<file path="src/sv/ais_pkg.sv">
// ---------------------------------------------------------------------------
// ais_pkg
// Shared types and constants for the ascending integer sorter.
// ---------------------------------------------------------------------------
package ais_pkg;

    localparam int VALUE_W = 32;
    localparam int RANK_W  = 6;

    typedef struct packed {
        logic store;      // write the accepted beat into the store
        logic sort_init;  // load the pass limit from the fill count
        logic pass_init;  // read entry zero, set the compare index to one
        logic pass_load;  // capture entry zero as carry, read next entry
        logic pass_step;  // compare carry with read data, write back
        logic pass_end;   // write carry at the pass limit, shrink limit
        logic emit_init;  // clear the emit index
        logic emit_read;  // read the entry at the emit index
        logic emit_load;  // fill the output register
        logic emit_next;  // advance the emit index
        logic set_clear;  // drop fill count and overflow flag
    } ais_cmd_t;

    typedef struct packed {
        logic limit_zero;
        logic idx_at_limit;
        logic out_done;
        logic out_last;
    } ais_status_t;

endpackage

</file>
<file path="src/sv/ais_datapath.sv">
// ---------------------------------------------------------------------------
// ais_datapath
// Element store, sort carry register, counters and output register.
// ---------------------------------------------------------------------------
module ais_datapath
    import ais_pkg::*;
#(
    parameter int MAX_ELEMENTS = 64
)
(
    input  logic                       clk,
    input  logic                       rst_n,
    input  ais_cmd_t                   cmd,
    output ais_status_t                status,
    input  logic signed [VALUE_W-1:0]  value,
    output logic signed [VALUE_W-1:0]  sorted_value,
    output logic        [RANK_W-1:0]   rank,
    output logic                       last_out,
    output logic                       overflow,
    output logic                       out_valid,
    input  logic                       out_ready
);

    localparam int IW = $clog2(MAX_ELEMENTS);
    localparam int CW = $clog2(MAX_ELEMENTS + 1);

    logic [VALUE_W-1:0] mem [MAX_ELEMENTS];

    logic [CW-1:0]      fill_reg,   fill_next;
    logic               dropped_reg, dropped_next;
    logic [IW-1:0]      limit_reg,  limit_next;
    logic [IW-1:0]      idx_reg,    idx_next;
    logic [VALUE_W-1:0] carry_reg,  carry_next;
    logic [VALUE_W-1:0] rd_data_reg;
    logic               out_valid_reg, out_valid_next;
    logic [VALUE_W-1:0] out_value_reg;
    logic [RANK_W-1:0]  out_rank_reg;
    logic               out_last_reg;
    logic               out_ovf_reg;

    logic               we;
    logic [IW-1:0]      waddr;
    logic [VALUE_W-1:0] wdata;
    logic [IW-1:0]      raddr;
    logic               swap;
    logic               room;
    logic               out_done;

    assign room     = (fill_reg < CW'(MAX_ELEMENTS));
    assign swap     = $signed(carry_reg) > $signed(rd_data_reg);
    assign out_done = out_valid_reg && out_ready;

    always_comb
    begin
        we    = 1'b0;
        waddr = fill_reg[IW-1:0];
        wdata = value;
        if (cmd.store)
        begin
            we = room;
        end
        else if (cmd.pass_step)
        begin
            we    = 1'b1;
            waddr = idx_reg - 1'b1;
            wdata = swap ? rd_data_reg : carry_reg;
        end
        else if (cmd.pass_end)
        begin
            we    = 1'b1;
            waddr = limit_reg;
            wdata = carry_reg;
        end
    end

    always_comb
    begin
        raddr = idx_reg;
        if (cmd.pass_init)
        begin
            raddr = '0;
        end
        else if (cmd.pass_step)
        begin
            raddr = idx_reg + 1'b1;
        end
        else if (cmd.emit_read)
        begin
            raddr = idx_reg;
        end
    end

    always_ff @(posedge clk)
    begin
        if (we)
        begin
            mem[waddr] <= wdata;
        end
        rd_data_reg <= mem[raddr];
    end

    always_comb
    begin
        fill_next      = fill_reg;
        dropped_next   = dropped_reg;
        limit_next     = limit_reg;
        idx_next       = idx_reg;
        carry_next     = carry_reg;
        out_valid_next = out_valid_reg;
        if (cmd.store)
        begin
            if (room)
            begin
                fill_next = fill_reg + 1'b1;
            end
            else
            begin
                dropped_next = 1'b1;
            end
        end
        if (cmd.sort_init)
        begin
            limit_next = IW'(fill_reg - 1'b1);
        end
        if (cmd.pass_init)
        begin
            idx_next = IW'(1);
        end
        if (cmd.pass_load)
        begin
            carry_next = rd_data_reg;
        end
        if (cmd.pass_step)
        begin
            idx_next = idx_reg + 1'b1;
            if (!swap)
            begin
                carry_next = rd_data_reg;
            end
        end
        if (cmd.pass_end)
        begin
            limit_next = limit_reg - 1'b1;
        end
        if (cmd.emit_init)
        begin
            idx_next = '0;
        end
        if (cmd.emit_next)
        begin
            idx_next = idx_reg + 1'b1;
        end
        if (cmd.emit_load)
        begin
            out_valid_next = 1'b1;
        end
        else if (out_done)
        begin
            out_valid_next = 1'b0;
        end
        if (cmd.set_clear)
        begin
            fill_next    = '0;
            dropped_next = 1'b0;
        end
    end

    always_ff @(posedge clk or negedge rst_n)
    begin
        if (!rst_n)
        begin
            fill_reg      <= '0;
            dropped_reg   <= 1'b0;
            out_valid_reg <= 1'b0;
        end
        else
        begin
            fill_reg      <= fill_next;
            dropped_reg   <= dropped_next;
            out_valid_reg <= out_valid_next;
        end
    end

    always_ff @(posedge clk)
    begin
        limit_reg <= limit_next;
        idx_reg   <= idx_next;
        carry_reg <= carry_next;
        if (cmd.emit_load)
        begin
            out_value_reg <= rd_data_reg;
            out_rank_reg  <= RANK_W'(idx_reg);
            out_last_reg  <= (CW'(idx_reg) + 1'b1 == fill_reg);
            out_ovf_reg   <= dropped_reg;
        end
    end

    assign status.limit_zero   = (limit_reg == '0);
    assign status.idx_at_limit = (idx_reg == limit_reg);
    assign status.out_done     = out_done;
    assign status.out_last     = out_last_reg;

    assign sorted_value = out_value_reg;
    assign rank         = out_rank_reg;
    assign last_out     = out_last_reg;
    assign overflow     = out_ovf_reg;
    assign out_valid    = out_valid_reg;

endmodule

</file>
<file path="src/sv/ais_ctrl.sv">
// ---------------------------------------------------------------------------
// ais_ctrl
// Sequencer for load, bubble passes and emit of the sorter.
// ---------------------------------------------------------------------------
module ais_ctrl
    import ais_pkg::*;
(
    input  logic        clk,
    input  logic        rst_n,
    input  logic        in_valid,
    input  logic        end_of_set,
    output logic        in_ready,
    input  ais_status_t status,
    output ais_cmd_t    cmd
);

    typedef enum logic [9:0] {
        ST_LOAD      = 10'b00_0000_0001,
        ST_INIT      = 10'b00_0000_0010,
        ST_CHECK     = 10'b00_0000_0100,
        ST_FIRST     = 10'b00_0000_1000,
        ST_PASS      = 10'b00_0001_0000,
        ST_PASS_END  = 10'b00_0010_0000,
        ST_EMIT_RD   = 10'b00_0100_0000,
        ST_EMIT_LD   = 10'b00_1000_0000,
        ST_EMIT_WAIT = 10'b01_0000_0000,
        ST_SPARE     = 10'b10_0000_0000
    } ais_state_t;

    ais_state_t state_reg, state_next;

    always_comb
    begin
        state_next = state_reg;
        cmd        = '0;
        in_ready   = 1'b0;
        case (state_reg)
            ST_LOAD:
            begin
                in_ready = 1'b1;
                if (in_valid)
                begin
                    cmd.store = 1'b1;
                    if (end_of_set)
                    begin
                        state_next = ST_INIT;
                    end
                end
            end
            ST_INIT:
            begin
                cmd.sort_init = 1'b1;
                state_next    = ST_CHECK;
            end
            ST_CHECK:
            begin
                if (status.limit_zero)
                begin
                    cmd.emit_init = 1'b1;
                    state_next    = ST_EMIT_RD;
                end
                else
                begin
                    cmd.pass_init = 1'b1;
                    state_next    = ST_FIRST;
                end
            end
            ST_FIRST:
            begin
                cmd.pass_load = 1'b1;
                state_next    = ST_PASS;
            end
            ST_PASS:
            begin
                cmd.pass_step = 1'b1;
                if (status.idx_at_limit)
                begin
                    state_next = ST_PASS_END;
                end
            end
            ST_PASS_END:
            begin
                cmd.pass_end = 1'b1;
                state_next   = ST_CHECK;
            end
            ST_EMIT_RD:
            begin
                cmd.emit_read = 1'b1;
                state_next    = ST_EMIT_LD;
            end
            ST_EMIT_LD:
            begin
                cmd.emit_load = 1'b1;
                state_next    = ST_EMIT_WAIT;
            end
            ST_EMIT_WAIT:
            begin
                if (status.out_done)
                begin
                    if (status.out_last)
                    begin
                        cmd.set_clear = 1'b1;
                        state_next    = ST_LOAD;
                    end
                    else
                    begin
                        cmd.emit_next = 1'b1;
                        state_next    = ST_EMIT_RD;
                    end
                end
            end
            default:
            begin
                state_next = ST_LOAD;
            end
        endcase
    end

    always_ff @(posedge clk or negedge rst_n)
    begin
        if (!rst_n)
        begin
            state_reg <= ST_LOAD;
        end
        else
        begin
            state_reg <= state_next;
        end
    end

endmodule

</file>
<file path="src/sv/ascending_integer_sorter.sv">
// ---------------------------------------------------------------------------
// ascending_integer_sorter
// Collects a set of signed integers, bubble sorts it in place, streams it out.
// ---------------------------------------------------------------------------
// Beats load one per cycle into a single-port-write, registered-read store of
// MAX_ELEMENTS entries; beats beyond the depth are dropped and flagged on
// overflow. The beat with end_of_set starts the sort, during which in_ready is
// low. Each bubble pass streams the store through one compare-and-swap unit
// holding the running maximum, one entry per cycle. Results then leave one
// beat at a time (read, register, handshake), each held until out_ready takes
// it; rank counts from zero and last_out marks the final beat, after which the
// block takes a new set.
// ---------------------------------------------------------------------------
module ascending_integer_sorter
    import ais_pkg::*;
#(
    parameter int MAX_ELEMENTS = 64
)
(
    input  logic                       clk,
    input  logic                       rst_n,
    input  logic                       in_valid,
    output logic                       in_ready,
    input  logic signed [VALUE_W-1:0]  value,
    input  logic                       end_of_set,
    output logic                       out_valid,
    input  logic                       out_ready,
    output logic signed [VALUE_W-1:0]  sorted_value,
    output logic        [RANK_W-1:0]   rank,
    output logic                       last_out,
    output logic                       overflow
);

    ais_cmd_t    cmd;
    ais_status_t status;

    ais_ctrl u_ctrl (
        .clk        (clk),
        .rst_n      (rst_n),
        .in_valid   (in_valid),
        .end_of_set (end_of_set),
        .in_ready   (in_ready),
        .status     (status),
        .cmd        (cmd)
    );

    ais_datapath #(
        .MAX_ELEMENTS (MAX_ELEMENTS)
    ) u_datapath (
        .clk          (clk),
        .rst_n        (rst_n),
        .cmd          (cmd),
        .status       (status),
        .value        (value),
        .sorted_value (sorted_value),
        .rank         (rank),
        .last_out     (last_out),
        .overflow     (overflow),
        .out_valid    (out_valid),
        .out_ready    (out_ready)
    );

    a_no_overlap: assert property (@(posedge clk) disable iff (!rst_n)
        !(in_ready && out_valid))
        else $error("input taken while a result is pending");

    a_end_closes: assert property (@(posedge clk) disable iff (!rst_n)
        (in_valid && in_ready && end_of_set) |=> !in_ready)
        else $error("input still open after end of set");

    a_last_reopens: assert property (@(posedge clk) disable iff (!rst_n)
        (out_valid && out_ready && last_out) |=> (in_ready && !out_valid))
        else $error("block not back to load after final beat");

    a_rank_range: assert property (@(posedge clk) disable iff (!rst_n)
        out_valid |-> (rank <= RANK_W'(MAX_ELEMENTS - 1)))
        else $error("rank beyond store depth");

endmodule

</file>
<file path="config.mk">
export PLATFORM = sky130hd
export DESIGN_NAME = ascending_integer_sorter
export DESIGN_NICKNAME = d
export VERILOG_FILES = /design/src/sv/ais_pkg.sv /design/src/sv/ais_datapath.sv /design/src/sv/ais_ctrl.sv /design/src/sv/ascending_integer_sorter.sv
export SDC_FILE = /design/constraint.sdc
export NUM_CORES = 2
export LEC_CHECK = 0
export BUFFER_PORTS_ARGS = -buffer_cell sky130_fd_sc_hd__buf_2
export CAP_MARGIN = 10
export CELL_PAD_IN_SITES_DETAIL_PLACEMENT = 0
export CELL_PAD_IN_SITES_GLOBAL_PLACEMENT = 1
export CORE_MARGIN = 2
export CORE_UTILIZATION = 58
export DETAILED_ROUTE_END_ITERATION = 10
export MAX_ROUTING_LAYER = met4
export PLACE_DENSITY = 0.9
export SYNTH_ARGS = -nofsm -noshare
export SYNTH_HDL_FRONTEND = slang
export SYNTH_SLANG_ARGS = --single-unit
export TNS_END_PERCENT = 20
</file>
<file path="constraint.sdc">
create_clock -name clk -period 14.68 [get_ports clk]
set_input_delay 2.202 -clock clk [delete_from_list [all_inputs] [get_ports clk]]
set_output_delay 2.202 -clock clk [all_outputs]
set_load 0.01 [all_outputs]
</file>
==> After elaboration in Yosys (flattened, before gate mapping) <==
Memory sizes are Yosys's and may differ from the RTL's. A register that Yosys moved wholly into a read port is not among the register bits.
Index checks and enable logic that the tools add are counted.
Widths: inputs -> output; s select.
{ "totals": {"regBits": 103, "mem_bits_rw": 2048, "input_bits": 37, "out_inout_bits": 42, "word_cells": 101, "mem_count": 1} }
{ "op_classes": {"addsub": 6, "magnitude_cmp": 2, "eq_ne": 16, "mux": 54, "n_reduce_logical": 11} }
{ "memory_table": {"columns": ["memory", "depth", "word_bits", "rd", "rd_clocked_by_memory_dff", "write_ports", "line_no", "text"], "rows": [
  ["u_datapath.mem", 64, 32, 1, 1, 1, "ais_datapath.sv:27", "logic [VALUE_W-1:0] mem [MAX_ELEMENTS];"]
]} }
{ "op_table": {"columns": ["operator", "count"], "rows": [
  ["$mux 32", 7],
  ["$pmux 10 s8", 1],
  ["$mux 6", 11],
  ["$mux 10", 4],
  ["$mux 7", 5],
  ["$gt 32x32->1", 1],
  ["$mux 1", 24],
  ["$sub 6x1->6 const B", 3],
  ["$eq 10x1->1 const B", 1],
  ["$eq 10x2->1 const B", 1],
  ["$eq 10x3->1 const B", 1],
  ["$eq 10x4->1 const B", 1],
  ["$eq 10x5->1 const B", 1],
  ["$eq 10x6->1 const B", 1],
  ["$eq 10x7->1 const B", 1],
  ["$eq 10x8->1 const B", 1],
  ["$eq 10x9->1 const B", 1],
  ["$ne 2x2->1 const B", 4],
  ["$reduce_bool 2->1", 4],
  ["$add 6x1->7 const B", 1],
  ["$add 7x1->7 const B", 1],
  ["$eq 7x7->1", 1],
  ["$lt 7x7->1 const B", 1],
  ["$add 6x1->6 const B", 1],
  ["9 further kinds", 11]
]} }

==> Longest topological paths before layout <==
{ "depth": {"word_depth": 7, "ltp_mapped": 18, "depth_no_buf": 12} }

==> Modules after synthesis <==
A second synthesis with hierarchy kept.
{ "unflattened": {"cells_unflattened": 4745, "area_unflattened_um2": 86735.7} }
{ "modules_own_cells": {"columns": ["mod", "n_inst", "cells_each", "area_per_inst_um2", "seq_area_each_um2"], "rows": [
  ["ais_datapath", 1, 4667, 86043.8, 64566.9],
  ["ais_ctrl", 1, 78, 691.9, 226.5]
]} }

==> Worst setup path after synthesis <==
Ideal clock, no wire load.
{ "synth_path": {"path_kind": "input to register", "from": "input port in_valid", "to": "memory u_datapath.mem[40][0] (enable)", "setup_time_ps": 461, "arrival_ps": 5004, "required_ps": 14219, "setup_slack_ps": 9215, "path_stages": 4, "path_buffers": 0, "path_cell_list": "nand2_1 > mux2i_1 > nand4b_1 > nor3_1"} }
{ "synth_via": {"elab_chain_cells": 5, "elab_cells_between_ends": 6, "cone_classes": "mux (6)"} }
{ "synth_rtl": {"columns": ["element", "line_no", "text"], "rows": [
  ["start: declaration", "ascending_integer_sorter.sv:22", "input logic in_valid,"],
  ["$mux 1 *", "ais_ctrl.sv:41", "if (in_valid)"],
  ["$mux 1 *", "ais_ctrl.sv:37", "case (state_reg)"],
  ["$mux 1", "ais_datapath.sv:58", "if (cmd.store)"],
  ["$mux 1", "ais_datapath.sv:95", "if (we)"],
  ["$mux 1 (implied by the code)", "ais_datapath.sv:97", "mem[waddr] <= wdata;"],
  ["end: declaration", "ais_datapath.sv:27", null]
]} }
Mark *: on every way between the ends. The rest lies on a longest branch, timed or not.

==> Final worst setup path <==
{ "layout_path": {"from": "register u_ctrl.state_reg[7]", "to": "register u_datapath.rd_data_reg[3] (read register of u_datapath.mem)"} }
{ "layout_via": {"elab_chain_cells": 4, "elab_cells_between_ends": 6, "cone_classes": "eq/ne (2); mux (4)"} }
{ "layout_rtl": {"columns": ["element", "line_no", "text"], "rows": [
  ["start: declaration", "ais_ctrl.sv:30", "ais_state_t state_reg, state_next;"],
  ["start signal: assignment", "ais_ctrl.sv:127", "state_reg <= state_next;"],
  ["$eq 10x5->1", "ais_ctrl.sv:37", null],
  ["$mux 1", "ais_ctrl.sv:37", null],
  ["$mux 6", "ais_datapath.sv:83", "else if (cmd.pass_step)"],
  ["$mux 6 *", "ais_datapath.sv:79", "if (cmd.pass_init)"],
  ["end: declaration", "ais_datapath.sv:34", "logic [VALUE_W-1:0] rd_data_reg;"]
]} }
Marked as above.
A chain may end at the register's enable or synchronous reset.

==> summary.md <==
| Metric | Value |
|---|---|
| Clock-pin transition on the worst setup and hold timing paths | 60 ps |
| Largest Register | u_datapath.mem |
| Worst slew margin | 0.1102 |
| Initial antenna violation count | 34 |
| Commonest non-fill, non-tap cell in the layout | edfxtp_1 |
| Most frequent cells in the layout | 2100 x edfxtp_1, 533 x nand2_1, 266 x nand3_1 |
| Clk sink count | 2182 |
| Routed Antenna Nets | 0 |
| Max Cap Violations | 0 |
| Clock Tree Root | clkbuf_16 |
| #FFs+latches synth | 2182 |
| CP startpoint kind | flop |
| HP Class | reg2reg |
| Max FO, Critical Path | 86 |
| First-pass GRT wire length | 386.0 mm |
| Die Span Y | 389.9 um |
| CTS tree | done |
| Hold buffers post-CTS | 0 |
| Worst Max-Slew Pin Slew | 1332 ps |
| Initial core utilization | 0.5844 |
| Die Area | 152100 um2 |
| Fin Hold WS | 450.3 ps |
| RSZ-0062 raised after global routing | no |
| Synth Net Count | 5849 |
| CTS buffer count | 203 |
| Die X | 389.9 um |
| Number of flip-flops in the largest register | 2048 |
| Final core occ | 0.6500 |
| DR vias | 57200 |
| Leak Pwr | 31.92 nW |
| Synth Instances | 5775 |
| PwrDens | 140.4 nW/um2 |
| EDFF count, synth | 2100 |
| Total power draw | 13.50 mW |
| Nets | 5874 |
| Maximum vdd drop | 0.1211 mV |
| Post-synth ARST share | 0.008249 |
| Port bufs | 78 |
| Drt pass-1 iters | 6 |
| Syn avg cell area | 14.96 um2 |
| Sequential-to-total area share from yosys stat | 0.7500 |
| Worst setup EP type | flop |
| Clock latency on the worst-skew pair | 860 ps |
| Htree depth | 4 |
| Largest net degree at the start of global routing | 142 |
| Syn Std Cell Area | 86390 um2 |
| Clock Skew | 33.16 ps |
| Worst setup startpoint | u_ctrl.state_reg[7] |
| Hold Path Origin | u_datapath.dropped_reg |
| Setup violations, final | 0 |
| Area delta synth->final | 11.22% |
| DR iter-0 viols | 11530 |
| Vias per cell | 7.213 |
| RD Place Congestion | 0.9464 |
| Syn. warnings | 0 |
| Core footprint | 147800 um2 |
| Fin crit period | 7361 ps |
| Vias in the first global route | 52910 |
| Rows | 141 |
| GR Overflow Total | 0 |
| Status | completed |
| Post-synth top flop | edfxtp_1 |
| Setup CP Type | reg2reg |
| Library cells used by synthesis | 75 |
| Post-CTS Setup Repair Bufs | 0 |
| Total track usage | 0.3655 |
| R2R Path Start | u_ctrl.state_reg[7] |
| I/O pin count | 79 |
| Detailed-route DRC error count | 0 |
| Setup TNS | 0 ps |
| Share of cells above drive strength 1 | 0.1260 |
| Max Fclk | 135.8 MHz |
| WL final | 273.1 mm |
| Dpl hpwl | 151.9 mm |
| Final period util | 0.5014 |
| Max clock buf depth | 3 |
| CTS resizes | 0 |
| Final hold vios | 0 |
| Wire per inst | 34.44 um |
| WP data required | 15380 ps |
| Crit path DAT | 8070 ps |
| Max-slew violations | 0 |
==> worst paths after layout <==
| path | end | slack [ps] | cells past startpoint |
|---|---|---|---|
| hold / removal | u_datapath.overflow | 450 | 0 |
| hold reg to reg | u_datapath.overflow | 450 | 0 |
| setup / recovery | u_datapath.rd_data_reg[3] | 7320 | 12 |
| max in group asynchronous | u_ctrl.state_reg[0] | 13040 | 1 |
| setup reg to reg | u_datapath.rd_data_reg[3] | 7320 | 12 |
| min in group asynchronous | u_ctrl.state_reg[7] | 1300 | 1 |
==> through the flow <==
step	cell area, um2	setup slack [ps]	std cells
floorplan	86390	9215	5775
global placement	89610	7590	7522
detailed placement	89640	7549	7525
CTS	96020	7502	7904
global route	96080	7243	7927
finish	96090	7319	7930
==> area by class of cell <==
cell class              count  area (um2)
diodes                     26       65.06
clock buffers             258        5443
clock inverters           121       939.7
fillers                 10020       51750
inverters                  42       166.4
multi-input cells        3120       20500
flip-flops and latches   2182       64790
well taps                1930        2415
repair buffers            251        1772
==> worst max-delay path: stages, from the launching register on <==
cell     delay, ps
dfrtp_1        480
nor4_4         670
nand3_1        710
inv_1          530
ha_4           670
buf_12         570
o31ai_4        180
nor2_4        1050
buf_4          950
nand2_1        270
nand4_1        350
nand4_1        120
or4_1          530
==> cells by family (layout without fill, tap and decap cells) <==
kind of cell	after synthesis	in the layout	share of synthesized area
flip-flops	2182	2182	0.7500
AND/OR/NAND/NOR	1635	1635	0.09081
AO/OA/AOI/OAI	1180	1180	0.1008
buffers and inverters	473	672	0.02141
multiplexers	241	241	0.02896
adder cells (fa/ha/maj)	37	37	0.005358
XOR/XNOR	27	27	0.002737
other	0	26	0
==> synth_stat cells, drive strengths merged (36+ instances only) <==
cell type	instances	area share
o22ai	133	0.0096
nor2	327	0.014
edfxtp	2100	0.73
clkbuf	366	0.016
nand2	535	0.023
o21ai	211	0.012
nand3	269	0.016
or4	63	0.0055
ha	37	0.0054
and3	191	0.014
mux2	72	0.0094
and2	37	0.0027
a31oi	75	0.0054
mux2i	169	0.020
dfxtp	64	0.015
a221oi	124	0.013
o41a	62	0.0081
a21oi	114	0.0066
inv	42	0.0018
o31ai	36	0.0033
o221ai	128	0.013
nand4	135	0.0098
buf	65	0.0037
a211oi	43	0.0037
o32ai	62	0.0063
a2bb2oi	63	0.0064
==> report_power, final <==
group	leakage, nW	switching, mW	internal (mW)
sequential	19.7	0.146	7.03
combinational	9.14	0.883	0.321
clock	3.13	2.31	2.80
total	31.9	3.34	10.2
==> layer usage <==
metal	GRT usage	wire length, um	up-vias
li1	-	-	23070
met1	0.4898	94700	28200
met2	0.5098	117800	5220
met3	0.1261	46110	714
met4	0.1574	14470	0
met5	-	0	-
(Power assumes the default switching activity.)
